$ cat config.mk
export PLATFORM = sky130hd
export DESIGN_NAME = pidaw_sequencer
export DESIGN_NICKNAME = d
export VERILOG_FILES = /design/src/pidaw_pkg.sv /design/src/pidaw_sequencer.sv
export SDC_FILE = /design/constraint.sdc
export NUM_CORES = 1
export LEC_CHECK = 0
export BUFFER_PORTS_ARGS = -buffer_cell sky130_fd_sc_hd__buf_4
export CAP_MARGIN = 20
export CORE_UTILIZATION = 56
export CTS_CLUSTER_SIZE = 24
export DETAILED_ROUTE_END_ITERATION = 16
export PLACE_DENSITY_LB_ADDON = 0.3
export SLEW_MARGIN = 20
export SYNTH_ARGS = -nofsm -noshare
export SYNTH_HDL_FRONTEND = slang
export SYNTH_SLANG_ARGS = --single-unit
export TNS_END_PERCENT = 5
$ cat constraint.sdc
create_clock -name clock -period 4.7 [get_ports clock]
set_input_delay 0.94 -clock clock [delete_from_list [all_inputs] [get_ports clock]]
set_output_delay 0.94 -clock clock [all_outputs]
set_load 0.03 [all_outputs]
$ cat src/pidaw_pkg.sv
package pidaw_pkg;

   localparam int POS_W       = 32;
   localparam int COEF_W      = 24;
   localparam int WEIGHT_W    = 17;
   localparam int WEIGHT_FRAC = 16;
   localparam int LIMIT_W     = 16;
   localparam int DUTY_W      = 16;
   localparam int DIR_W       = 2;
   localparam int STATE_W     = 48;
   localparam int HALF_W      = STATE_W / 2;
   localparam int RESID_W     = 18;
   localparam int FRAC_W      = 8;
   localparam int SUM_W       = STATE_W + 2;
   localparam int MAG_W       = SUM_W - FRAC_W;

   localparam int MUL_A_W = COEF_W + 1;
   localparam int MUL_B_W = (POS_W + 2 > RESID_W + FRAC_W) ? POS_W + 2 : RESID_W + FRAC_W;
   localparam int PROD_W  = MUL_A_W + MUL_B_W;
   localparam int ACC_W   = (STATE_W + WEIGHT_W + 1 > PROD_W + 2) ?
                            STATE_W + WEIGHT_W + 1 : PROD_W + 2;

   localparam int CSR_INDEX_W = 3;
   localparam int CSR_DATA_W  = COEF_W;

   localparam logic [WEIGHT_W-1:0] WEIGHT_ONE = WEIGHT_W'(1 << WEIGHT_FRAC);

   localparam logic [COEF_W-1:0]   PROP_GAIN_RST     = 24'd57322;
   localparam logic [COEF_W-1:0]   INTEG_GAIN_RST    = 24'd5923;
   localparam logic [COEF_W-1:0]   DERIV_GAIN_RST    = 24'd118174;
   localparam logic [COEF_W-1:0]   BACKCALC_GAIN_RST = 24'd14672;
   localparam logic [WEIGHT_W-1:0] FILTER_WEIGHT_RST = 17'd39322;
   localparam logic [LIMIT_W-1:0]  DUTY_HIGH_RST     = 16'd400;
   localparam logic [LIMIT_W-1:0]  DUTY_LOW_RST      = 16'd0;

   localparam logic [DIR_W-1:0] DIR_FORWARD = 2'd0;
   localparam logic [DIR_W-1:0] DIR_REVERSE = 2'd1;
   localparam logic [DIR_W-1:0] DIR_STOP    = 2'd2;

   typedef enum logic [CSR_INDEX_W-1:0] {
      CSR_PROP_GAIN     = 3'd0,
      CSR_INTEG_GAIN    = 3'd1,
      CSR_DERIV_GAIN    = 3'd2,
      CSR_BACKCALC_GAIN = 3'd3,
      CSR_FILTER_WEIGHT = 3'd4,
      CSR_DUTY_HIGH     = 3'd5,
      CSR_DUTY_LOW      = 3'd6
   } csr_index_type;

   typedef struct packed {
      logic signed [POS_W-1:0] target_position;
      logic signed [POS_W-1:0] measured_position;
   } req_word_type;

   typedef struct packed {
      logic [DUTY_W-1:0] duty;
      logic [DIR_W-1:0]  direction;
      logic              clamped;
   } rsp_word_type;

   typedef struct packed {
      logic [COEF_W-1:0]   prop_gain;
      logic [COEF_W-1:0]   integral_gain_period;
      logic [COEF_W-1:0]   deriv_gain_over_period;
      logic [COEF_W-1:0]   backcalc_gain_period;
      logic [WEIGHT_W-1:0] filter_weight;
      logic [LIMIT_W-1:0]  duty_high_limit;
      logic [LIMIT_W-1:0]  duty_low_limit;
   } cfg_type;

   typedef enum logic [2:0] {
      A_NONE,
      A_PROP,
      A_INTEG,
      A_BACKCALC,
      A_DERIV,
      A_WEIGHT,
      A_WEIGHT_INV
   } a_sel_type;

   typedef enum logic [2:0] {
      B_NONE,
      B_ERROR,
      B_DELTA,
      B_RESIDUAL,
      B_DERIV_LO,
      B_DERIV_HI,
      B_FILT_LO,
      B_FILT_HI
   } b_sel_type;

   typedef enum logic [3:0] {
      ACT_NONE,
      ACT_DELTA,
      ACT_PROP,
      ACT_DERIV,
      ACT_INTEG_LOAD,
      ACT_INTEG_STORE,
      ACT_FILT_LOAD,
      ACT_FILT_ADD_HI,
      ACT_FILT_ADD_LO,
      ACT_FILT_STORE,
      ACT_SUM,
      ACT_MAG,
      ACT_CLAMP,
      ACT_EMIT
   } act_type;

   typedef enum logic {
      SEQ_NEXT,
      SEQ_EMIT
   } seq_type;

   typedef struct packed {
      a_sel_type a_sel;
      b_sel_type b_sel;
      act_type   act;
      seq_type   seq;
   } ctl_word_type;

   localparam int STEP_COUNT = 13;
   localparam int STEP_W     = $clog2(STEP_COUNT);

   localparam ctl_word_type CTL_IDLE = '{A_NONE, B_NONE, ACT_NONE, SEQ_NEXT};

   function automatic ctl_word_type ucode(input logic [STEP_W-1:0] step);
      ctl_word_type word;
      case (step)
         STEP_W'(0):  word = '{A_PROP,       B_ERROR,    ACT_DELTA,       SEQ_NEXT};
         STEP_W'(1):  word = '{A_DERIV,      B_DELTA,    ACT_PROP,        SEQ_NEXT};
         STEP_W'(2):  word = '{A_INTEG,      B_ERROR,    ACT_DERIV,       SEQ_NEXT};
         STEP_W'(3):  word = '{A_BACKCALC,   B_RESIDUAL, ACT_INTEG_LOAD,  SEQ_NEXT};
         STEP_W'(4):  word = '{A_WEIGHT,     B_DERIV_LO, ACT_INTEG_STORE, SEQ_NEXT};
         STEP_W'(5):  word = '{A_WEIGHT,     B_DERIV_HI, ACT_FILT_LOAD,   SEQ_NEXT};
         STEP_W'(6):  word = '{A_WEIGHT_INV, B_FILT_LO,  ACT_FILT_ADD_HI, SEQ_NEXT};
         STEP_W'(7):  word = '{A_WEIGHT_INV, B_FILT_HI,  ACT_FILT_ADD_LO, SEQ_NEXT};
         STEP_W'(8):  word = '{A_NONE,       B_NONE,     ACT_FILT_STORE,  SEQ_NEXT};
         STEP_W'(9):  word = '{A_NONE,       B_NONE,     ACT_SUM,         SEQ_NEXT};
         STEP_W'(10): word = '{A_NONE,       B_NONE,     ACT_MAG,         SEQ_NEXT};
         STEP_W'(11): word = '{A_NONE,       B_NONE,     ACT_CLAMP,       SEQ_NEXT};
         STEP_W'(12): word = '{A_NONE,       B_NONE,     ACT_EMIT,        SEQ_EMIT};
         default:     word = CTL_IDLE;
      endcase
      return word;
   endfunction

   function automatic logic signed [STATE_W-1:0] sat_state(input logic signed [ACC_W-1:0] v);
      logic [ACC_W-STATE_W:0] hi_bits;
      logic signed [STATE_W-1:0] res;
      hi_bits = v[ACC_W-1:STATE_W-1];
      if (hi_bits == '0 || hi_bits == '1) begin
         res = v[STATE_W-1:0];
      end else if (v[ACC_W-1]) begin
         res = {1'b1, {(STATE_W-1){1'b0}}};
      end else begin
         res = {1'b0, {(STATE_W-1){1'b1}}};
      end
      return res;
   endfunction

endpackage

$ cat src/pidaw_sequencer.sv
module pidaw_sequencer (
   input  logic                    clock,
   input  logic                    reset,
   input  logic                    start,
   input  logic                    out_free,
   output logic                    busy,
   output pidaw_pkg::ctl_word_type ctl
);

   typedef enum logic {
      ST_IDLE,
      ST_RUN
   } seq_state_type;

   seq_state_type                  state_ff, state_in;
   logic [pidaw_pkg::STEP_W-1:0]   step_ff, step_in;

   assign busy = (state_ff == ST_RUN);

   always_comb begin
      if (state_ff == ST_RUN) begin
         ctl = pidaw_pkg::ucode(step_ff);
      end else begin
         ctl = pidaw_pkg::CTL_IDLE;
      end
   end

   always_comb begin
      state_in = state_ff;
      step_in  = step_ff;
      case (state_ff)
         ST_IDLE: begin
            if (start) begin
               state_in = ST_RUN;
               step_in  = '0;
            end
         end
         ST_RUN: begin
            case (ctl.seq)
               pidaw_pkg::SEQ_NEXT: begin
                  step_in = step_ff + 1'b1;
               end
               pidaw_pkg::SEQ_EMIT: begin
                  if (out_free) begin
                     state_in = ST_IDLE;
                     step_in  = '0;
                  end
               end
               default: begin
                  state_in = ST_IDLE;
                  step_in  = '0;
               end
            endcase
         end
         default: begin
            state_in = ST_IDLE;
            step_in  = '0;
         end
      endcase
   end

   always_ff @(posedge clock) begin
      if (reset) begin
         state_ff <= ST_IDLE;
         step_ff  <= '0;
      end else begin
         state_ff <= state_in;
         step_ff  <= step_in;
      end
   end

endmodule

== After elaboration in Yosys (flattened, before gate mapping) ==
Memories as Yosys holds them, arrays and structs flattened. A register that Yosys moved wholly into a read port is not among the register bits.
Index checks and enable logic that the tools add are counted.

* Output and inout port bits: 12
* Input bits: 4
* Memories: 1
* Memory bits (read-only): 176
* Logic and storage cells: 20
* Register bits after elaboration: 5

{| class="wikitable"
|+ Memories
! memory !! words !! width !! rd ports !! clocked after memory_dff !! wr ports !! RTL line !! RTL
|-
| (name not given) || 16 || 11 || 1 || 1 || 0 || pidaw_pkg.sv:128 || <nowiki>case (step)</nowiki>
|}

* $add $sub $neg: 1
* Bitwise logic cells: 2
* Equality and inequality tests: 2
* Reductions and logical operators: 1
* Mux-type cells: 11

{| class="wikitable"
|+ Operators with widths
! kind !! count
|-
| two-way mux 4 bit || 4
|-
| case mux 4 bit (2 select lines) || 2
|-
| two-way mux 11 bit || 1
|-
| adder 4 x 1 -> 4 bit, second input constant || 1
|-
| two-way mux 1 bit || 3
|-
| != test 3 bit, second input constant || 1
|-
| != test 2 bit, second input constant || 1
|-
| NOT 1 bit || 2
|-
| case mux 1 bit (2 select lines) || 1
|-
| AND reduction 2 bit || 1
|}

== Logic depth before layout (Yosys ltp) ==
Gate-level depths: netlist of the first run.

* Depth in word-level cells: 6
* Mapped depth: 9
* Depth with buffers taken out: 8

== Worst setup path before layout of the first run ==
OpenSTA, ideal clock, no wires.

* Path type: input port to flip-flop
* From: input out_free
* To: register (tool-made name)
* Stages: 7
* Path slack: 2.452 ns
* Data arrival time: 2.116 ns
* Data required time: 4.568 ns
* Setup time: 0.132 ns
* Buffers on the path: 0
* Path through: and3b_1 o21ai_0 and2_1 or2_2 ha_1 inv_1 mux2i_1

{| class="wikitable"
|+ RTL lines
! item !! RTL line !! RTL
|-
| start, declared || pidaw_sequencer.sv:5 || <nowiki>input logic out_free,</nowiki>
|}

==> results of run 1 <==
-- cell usage after synthesis (all sizes together), types with 2 or more instances --
cell / count / share of area (%)
dfxtp: 16 / 38
and2: 13 / 9.5
a211oi: 6 / 7.0
ha: 6 / 8.8
nor2: 5 / 2.2
inv: 4 / 1.8
nor2b: 4 / 2.9
a21oi: 3 / 2.2
mux2i: 3 / 3.5
nand2: 3 / 1.3
o21a: 3 / 2.6
and3b: 2 / 2.1
clkbuf: 2 / 0.88
nor3b: 2 / 2.3
o21ai: 2 / 1.6
-- metrics by stage --
step | worst slack (ns) | instance area (µm²) | util, % | power [mW] | cells
6_report | 2.39 | 1000 | 74.1 | 0.275 | 118
5_1_grt | 2.25 | 1000 | 74.1 | 0.287 | 118
4_1_cts | 2.39 | 1000 | 74.1 | 0.276 | 118
3_5_place_dp | 2.14 | 965 | 71.5 | 0.187 | 114
3_3_place_gp | 2.19 | 965 | 71.5 | 0.185 | 114
2_1_floorplan | 2.45 | 852 | - | 0.175 | 87
-- worst max-delay path, delay by kind of cell (launching register included) --
| kind | cells | cell delay [ns] |
|---|---|---|
| buf+inv | 1 | 0.16 |
| simple gates | 1 | 0.23 |
| flops | 1 | 0.68 |
-- cell type report --
type                    instances  area [µm²]  share of cell area [%]
flip-flops and latches         16         320                    32.0
clock buffers                   4        36.3                    3.62
repair buffers                 15         113                    11.3
well taps                      15        18.8                    1.88
multi-input cells              64         498                    49.8
inverters                       4        15.0                    1.50
-- cells by family (layout without fill, tap and decap cells) --
logic type / count (synthesis) / after routing / synth area share [%]
simple gates: 36 / 36 / 26.3
compound gates: 19 / 19 / 19.8
flops: 16 / 16 / 37.6
buf+inv: 7 / 23 / 3.96
fa+ha+maj: 6 / 6 / 8.81
mux: 3 / 3 / 3.52
-- power breakdown --
group / total (mW) / switching, mW / internal (mW)
clock: 0.0921 / 0.0448 / 0.0472
combinational: 0.0372 / 0.0218 / 0.0154
sequential: 0.146 / 0.00443 / 0.141
total: 0.275 / 0.0711 / 0.204
-- per-layer routing --
| metal | vias up | routed length (µm) | track usage, % |
|---|---|---|---|
| li1 | 341 | - | - |
| met1 | 317 | 773 | 28.6 |
| met2 | 12 | 813 | 42.2 |
| met3 | 4 | 38 | 3.26 |
| met4 | 0 | 27 | 12.5 |
| met5 | - | 0 | 0 |
-- placed cells by master, fill, tap and decap left out, drive strengths merged --
master / n
nor3b: 2
and3: 1
buf: 15
clkbuf: 4
o21a: 3
a311o: 1
o21ai: 2
and3b: 2
nor3: 1
o211a: 1
and2: 13
mux2i: 3
nand2: 3
ha: 6
nor2b: 4
and4: 1
nor4: 1
or2: 1
and4bb: 1
a311oi: 1
inv: 4
nor2: 5
nand3: 1
a2bb2oi: 1
dfxtp: 16
a211oi: 6
a21oi: 3
o21ba: 1
-- path summary, 6_finish.rpt --
check	from	to	slack (ns)	depth (start not counted)
setup reg to reg	busy	register	2.48	7
hold / removal	step_ff[3]	step_ff[3]	0.66	2
hold reg to reg	step_ff[3]	step_ff[3]	0.66	2
setup / recovery	busy	ctl[0]	2.39	2
==> summary.md, run 1 <==
| Metric | Value |
|---|---|
| Post-synth ARST share | 0% |
| CTS buffer count | 3 |
| Max VDD drop | 172 µV |
| Post-CTS setup repair buffer count | 0 |
| Cell Rows | 13 |
| Vias per cell | 5.71 |
| Worst Path Required | 3.76 ns |
| PostCTS Resize Cnt | 0 |
| Worst hold slack | 0.657 ns |
| WL/cell | 14.0 µm |
| Initial DRC count | 7 |
| Worst path slowest cell | dfxtp_1 |
| Fill count | 96 |
| Initial antenna violation count | 0 |
| Final setup violation count | 0 |
| Grt total ovfl | 0 |
| RSZ-0062 raised after global routing | false |
| Fmax | 433 MHz |
| Outcome | finished clean |
| Hold-fix buffers at CTS | 0 |
| Die X-Extent | 41.0 µm |
| Synth Flop Type | dfxtp_1 |
| Final Cycle Share | 49.1% |
| Die ar. | 1680 µm² |
| CP Launch Type | register |
| Post-synth EDFFs | 0 |
| Core ar. | 1350 µm² |
| Pwr dens | 275 nW/µm² |
| First-pass DRT Iterations | 4 |
| Layout Skew | 0.000391 ns |
| CP Class | reg2out |
| Total GRT Usage | 24.3% |
| Worst setup EP type | output pin |
| P_leak | 0.471 nW |
| Worst-skew pair later-pin latency | 0.29 ns |
| FF+latch count, synth | 16 |
| Synth Instances | 87 |
| # port buffers | 15 |
| First-pass GRT wire length | 2.62 mm |
| Ports | 16 |
| Final nets | 114 |
| Hpwl dp | 1.21 mm |
| Max Cap Viol | 0 |
| Drt total wl | 1.65 mm |
| Mapped cell area | 852 µm² |
| Final Slew Violations | 0 |
| Synth cell types | 32 |
| DRT antenna net count | 0 |
| Antenna cells | 0 |
| H-tree depth | 1 |
| Slew at the pin closest to its max-slew limit | 0.555 ns |
| CTS clk-pin slew, worst paths | 0.09 ns |
| Avg Cell Area, Syn | 9.79 µm² |
| P&R area growth vs syn | 17.5% |
| # DRC | 0 |
| Initial Util | 63.1% |
| Max FO, Critical Path | 21 |
| Via count | 674 |
| Final RePlAce weighted congestion | 0.864 |
| DIE HEIGHT | 41.0 µm |
| CTS Buffer Depth | 2 |
| Layout cells sized above 1 | 27.2% |
| Largest net degree at the start of global routing | 22 |
| Sequential share of the synthesized area | 37.6% |
| Tightest Hold Check Type | reg2reg |
| TNS Setup | 0 ns |
| Final Hold Viols | 0 |
| Final Critical Period | 2.31 ns |
| Clock Sinks | 16 |
| CTS Root Cell | clkbuf_4 |
| Synthesized net count | 97 |
| Vias in the first global route | 627 |
| Crit-path cells | and2_1, buf_4 |
| Critical path arrival | 1.37 ns |
| Ys Warns | 0 |
| CTS tree | yes |
| Slew margin rel. | 63.0% |
| Crit-path max cell delay | 0.68 ns |
(Power assumes the default switching activity.)
==> run 2, diff against run 1 <==
Settings changed: ABC_AREA set to 1, CORE_UTILIZATION 56 to 52.
Clock period 4.7 ns to 2.2 ns, I/O delays scaled along.
==> run 2 against run 1 <==
Critical path depth up 9. Non-clock buffer count grew 1. Setup slack worse by 1.9 ns. Hold slack worse by 0.35 ns. Synthesized cell count is 36% higher. Clock power increased by 120%. Clock-buffer cell count is the same. Critical path type is now reg2reg. Largest power group unchanged.
==> summary.md, run 2 <==
| Metric | Value |
|---|---|
| Outcome | finished clean |
| Final nets | 148 |
| CP Launch Type | register |
| Max FO, Critical Path | 6 |
| Layout cells sized above 1 | 22.6% |
| Combinational share of power | 15.9% |
| Worst setup EP type | register |
| Die ar. | 1740 µm² |
| Via count | 729 |
| Top cells by area, synth | dfxtp_1 39%, nand2_1 17%, inv_1 12% |
| Area occupied by multi-input gates | 382 µm² |
| Synth Area in Simple Gates | 30.6% |
| Final Hold Viols | 0 |
| Area leader, netlist | dfxtp_1 |
| Post-CTS setup repair buffer count | 0 |
| Vias per cell | 4.80 |
| Mapped cell area | 821 µm² |
| Worst Path Required | 2.45 ns |
| RSZ-0062 raised after global routing | false |
| WL/cell | 9.88 µm |
| Most frequent cells in the layout | 38 x nand2_1, 27 x inv_1, 16 x dfxtp_1, 16 x buf_4, 7 x nand3_1 |
| Most common cell after layout, fill and taps aside | nand2_1 |
| Tightest Hold Check Type | in2reg |
| Final Cycle Share | 75.5% |
| Sequential share of the synthesized area | 39.0% |
| Worst path slowest cell | dfxtp_1 |
| First-pass GRT wire length | 2.83 mm |
| Hpwl dp | 1.11 mm |
| Placed cells | 148 |
| Synthesized net count | 128 |
| Top delay family on crit path | simple AND/OR/NAND/NOR gates |
| Reg power frac | 51.2% |
| P_leak | 0.640 nW |
| Slew margin rel. | 82.2% |
| Clock Sinks | 16 |
| Finished Layout Cells | 152 |
| First-pass DRT Iterations | 4 |
| Switching Fraction | 27.8% |
| Initial Util | 59.4% |
| Hold Crit Depth | 2 |
| Crit-path max cell delay | 0.42 ns |
| Reg2reg path depth | 11 |
| # DRC | 0 |
| CTS Buffer Depth | 2 |
| Crit. path cell count | 11 |
| Largest net degree at the start of global routing | 14 |
| Fill count | 106 |
| Final Slew Violations | 0 |
| Ys Warns | 0 |
| Final setup violation count | 0 |
| Worst-skew pair later-pin latency | 0.30 ns |
| Max Cap Viol | 0 |
| Layout Skew | 0.00312 ns |
| Post-synth EDFFs | 0 |
| Ports | 16 |
| Synth Flop Type | dfxtp_1 |
| Largest family of logic cells by synthesized area | simple AND/OR/NAND/NOR gates |
| Reg area | 320 µm² |
| Cell Rows | 13 |
| Final Critical Period | 1.66 ns |
| Most frequent cells after synthesis | 38 x nand2_1, 27 x inv_1, 16 x dfxtp_1 |
| Top-count cell post-synth | nand2_1 |
| Grt total ovfl | 0 |
| Pwr dens | 617 nW/µm² |
| Vias in the first global route | 677 |
| TNS Setup | 0 ns |
| CTS clk-pin slew, worst paths | 0.10 ns |
| Cell mode on critical path | nand2_1 |
| FF+latch count, synth | 16 |
| DIE HEIGHT | 41.7 µm |
| Core ar. | 1380 µm² |
| Synth Instances | 118 |
| Max VDD drop | 563 µV |
| P&R area growth vs syn | 20.9% |
| Multiplexer share of the synthesized area | 0% |
| Synth Area in XOR/XNOR | 0% |
| CTS buffer count | 3 |
| Synth top area share | 39.0% |
| Internal Power | 0.442 mW |
| Adder-cell area share of the yosys netlist | 9.15% |
| Synth cell types | 19 |
| Hold-fix buffers at CTS | 0 |
| Critical path arrival | 1.91 ns |
| Die X-Extent | 41.7 µm |
| Antenna cells | 0 |
| PostCTS Resize Cnt | 0 |
| Initial antenna violation count | 0 |
| CP bufs+invs | 2 |
| DRT antenna net count | 0 |
| Final RePlAce weighted congestion | 0.878 |
| Synth Area in Compound Gates | 6.71% |
| Fmax | 602 MHz |
| CTS tree | yes |
| CTS Root Cell | clkbuf_4 |
| Total GRT Usage | 20.4% |
| Crit-path cells | ha_1, nand2_1, nand2_1, nand2_1, inv_1, ha_1, inv_1, nand3_1, nand2_1, nand2_1, nand2_1 |
| H-tree depth | 1 |
| P_sw | 0.170 mW |
| Clock power frac | 32.9% |
| # port buffers | 15 |
| Avg Cell Area, Syn | 6.96 µm² |
| CP Class | reg2reg |
| Post-synth ARST share | 0% |
| Slew at the pin closest to its max-slew limit | 0.266 ns |
| Initial DRC count | 27 |
| Drt total wl | 1.50 mm |
## run 2: path summary, 6_finish.rpt
| check | end | slack [ns] | from |
|---|---|---|---|
| max | register | 0.54 | step_ff[0] |
| min reg2reg | step_ff[3] | 0.58 | step_ff[3] |
| max reg2reg | register | 0.54 | step_ff[0] |
| min | busy | 0.31 | out_free |
## run 2: cell families (layout without fill, tap and decap cells)
family / Yosys count / count (layout)
AO/OA/AOI/OAI: 8 / 8
AND/OR/NAND/NOR: 57 / 57
adder cells (fa/ha/maj): 6 / 6
flip-flops: 16 / 16
buffers and inverters: 31 / 50
## run 2: metal layers
metal	global-route usage, %	vias to the layer above	share of wire (%)
li1	-	387	-
met1	26.5	316	45
met2	33.8	24	48
met3	2.61	2	4.9
met4	8.39	0	1.8
met5	0	-	0
## run 2: final cells by class
class / instances / area share, %
Clock buffer: 4 / 3.66
Timing Repair Buffer: 16 / 12.1
Tap cell: 15 / 1.89
Multi-Input combinational cell: 71 / 38.5
Inverter: 30 / 11.6
Sequential cell: 16 / 32.3
## run 2: worst reg2reg max path, stage by stage (launching register included)
cell and delay (ns):
dfxtp_1 0.42, ha_1 0.26, nand2_1 0.07, nand2_1 0.07
nand2_1 0.19, inv_1 0.10, ha_1 0.20, inv_1 0.05
nand3_1 0.07, nand2_1 0.08, nand2_1 0.05, nand2_1 0.06
## run 2: power groups by stage
| stage | Combinational, mW | Sequential, mW | Clock, mW |
|---|---|---|---|
| after floorplan | 0.0624 | 0.322 | 0 |
| after detailed placement | 0.0962 | 0.320 | 0 |
| after CTS | 0.0976 | 0.314 | 0.197 |
| after global routing | 0.109 | 0.316 | 0.214 |
| final | 0.0972 | 0.314 | 0.201 |
| after global placement | 0.0943 | 0.320 | 0 |
## run 2: per-stage QoR
| stage | power [mW] | setup slack, ns | area [µm²] | util [%] | hold slack (ns) |
|---|---|---|---|---|---|
| 3_5_place_dp | 0.417 | 0.471 | 956 | 69.1 | 0.572 |
| 4_1_cts | 0.609 | 0.545 | 992 | 71.8 | 0.315 |
| 2_1_floorplan | 0.384 | 0.552 | 821 | - | 0.521 |
| 3_3_place_gp | 0.414 | 0.555 | 956 | 69.1 | 0.558 |
| 6_report | 0.612 | 0.539 | 992 | 71.8 | 0.312 |
| 5_1_grt | 0.638 | 0.373 | 992 | 71.8 | 0.313 |
==> run 3, diff against run 2 <==
Settings changed: ABC_AREA 1 to 0, CORE_UTILIZATION 52 to 47.
Clock period 2.2 ns to 1.4 ns, I/O delays scaled along.
==> run 3 against run 2 <==
The run now ends with setup timing left. Via count grew 4.7%. Critical path depth shrank 4. Clock-buffer cell count is the same. Hold slack lost 0.15 ns. Sequential power grew 54%. Die area rose by 14%. Non-clock buffer count up 21. First-iteration DRC count fell by 33%. Highest routed layer unchanged.
==> summary.md, run 3 (same netlist as run 1, synthesis figures left out) <==
| Metric | Value |
|---|---|
| Total power draw | 0.951 mW |
| RSZ-0062 raised after global routing | true |
| Worst path slowest cell | dfxtp_4 |
| Most common cell after layout, fill and taps aside | buf_4 |
| Hold Crit Depth | 2 |
| R2r startpoint | busy |
| Max VDD drop | 444 µV |
| Cell mode on critical path | o21a_1 |
| Tightest Hold Check Type | in2reg |
| Detail Route met3 WL | 44 µm |
| Slew at the pin closest to its max-slew limit | 0.426 ns |
| Antenna cells | 0 |
| Crit-path cells | and3b_2, o21a_1, o21a_1, ha_1, nor2b_1, and4_1, a211oi_2 |
| Final Slew Violations | 0 |
| WL/cell | 13.8 µm |
| Max Cap Viol | 0 |
| Critical path arrival | 1.97 ns |
| Initial DRC count | 18 |
| CTS Buffer Depth | 2 |
| Via count | 763 |
| Setup slack, reg-to-reg | -0.36 ns |
| Initial Util | 49.9% |
| Worst hold slack | 0.165 ns |
| WL met2 | 1.05 mm |
| CTS buffer count | 3 |
| Drt total wl | 2.07 mm |
| H-tree depth | 1 |
| Worst Path Required | 1.62 ns |
| Core ar. | 1710 µm² |
| P&R area growth vs syn | 53.3% |
| Worst setup EP type | register |
| # DRC | 0 |
| Final Cycle Share | 126% |
| DIE HEIGHT | 44.6 µm |
| # port buffers | 15 |
| Initial antenna violation count | 0 |
| Largest net degree at the start of global routing | 11 |
| Met1 WL | 943 µm |
| Finished Layout Cells | 150 |
| CP Class | reg2reg |
| Final setup violation count | 20 |
| Slew margin rel. | 70.8% |
| First-pass GRT wire length | 3.25 mm |
| Cell Rows | 15 |
| Worst-skew pair later-pin latency | 0.30 ns |
| Layout Utilization | 76.5% |
| Vias in the first global route | 730 |
| Die ar. | 1990 µm² |
| Hold Crit Start | reset |
| Layout Skew | 0.0140 ns |
| CTS Root Cell | clkbuf_4 |
| Final RePlAce weighted congestion | 0.844 |
| First-pass DRT Iterations | 4 |
| Fmax | 569 MHz |
| Vias per cell | 5.09 |
| Final Hold Viols | 0 |
| P_leak | 0.607 nW |
| Outcome | complete, but fails checks |
| Most frequent cells in the layout | 24 x buf_4, 12 x dfxtp_1, 12 x buf_6, 11 x and2_4, 5 x a211oi_2 |
| Hpwl dp | 1.45 mm |
| Total GRT Usage | 23.0% |
| Grt total ovfl | 0 |
| Ports | 16 |
| Die X-Extent | 44.6 µm |
| Hold-fix buffers at CTS | 0 |
| DRT antenna net count | 0 |
| Max FO, Critical Path | 5 |
| Clock Sinks | 16 |
| Layout cells sized above 1 | 61.6% |
| CP Launch Type | register |
| Final WS setup | -0.358 ns |
| CTS tree | yes |
| CTS clk-pin slew, worst paths | 0.10 ns |
| Pwr dens | 728 nW/µm² |
| Reg2reg path depth | 7 |
| Placed cells | 145 |
| Crit-path max cell delay | 0.37 ns |
| Hold Crit Endpoint | step_ff[1] |
| Final Critical Period | 1.76 ns |
| Final nets | 136 |
| DR top layer | met4 |
| Failing checks | setup timing |
run 3: worst max path at each step:
stage                to  slack [ns]      from  cells after the start
2_1_floorplan  register       -0.40      busy                      8
6_report       register       -0.36      busy                      7
3_3_place_gp   register       -0.30  out_free                      8
3_5_place_dp   register       -0.35  register                      8
5_1_grt        register       -0.42      busy                      7
4_1_cts        register       -0.33  register                      7
run 3: layout make-up:
cell class / count / area (µm²)
Multi-Input combinational cell: 64 / 573
Timing Repair Buffer: 37 / 330
Inverter: 4 / 15.0
Fill cell: 118 / 402
Clock buffer: 4 / 26.3
Sequential cell: 16 / 330
Tap cell: 25 / 31.3
run 3: stage by stage:
| stage | setup TNS, ns | instance area [µm²] | setup WS [ns] |
|---|---|---|---|
| floorplan | -2.60 | 858 | -0.396 |
| global placement | -2.45 | 1140 | -0.296 |
| detailed placement | -2.88 | 1140 | -0.347 |
| CTS | -3.15 | 1260 | -0.330 |
| global route | -4.21 | 1310 | -0.424 |
| finish | -3.00 | 1310 | -0.358 |
run 3: power by group:
part,leakage [nW],total (mW),switching (mW),internal [mW]
registers,0.133,0.484,0.0105,0.474
clock network,0.0150,0.261,0.150,0.111
logic,0.459,0.205,0.0997,0.106
run 3: timing repair:
| action | 4_1_cts | 5_1_grt |
|---|---|---|
| gates resized for setup | 32 | 10 |
| setup endpoints to repair | 23 | 24 |
| buffers inserted | 0 | 1 |
| pin swaps | 2 | 5 |
run 3: worst max-delay path: cells and delay by family (launching register included):
kind | cells | cell delay, ns
AO/OA/AOI/OAI | 3 | 0.53
AND/OR/NAND/NOR | 3 | 0.58
flip-flops | 1 | 0.37
adder cells (fa/ha/maj) | 1 | 0.19
run 3: layer usage:
metal	vias up	global-route usage [%]
met5	-	0
met4	0	9.09
met3	3	3.67
met2	13	38.5
met1	362	29.4
li1	385	-
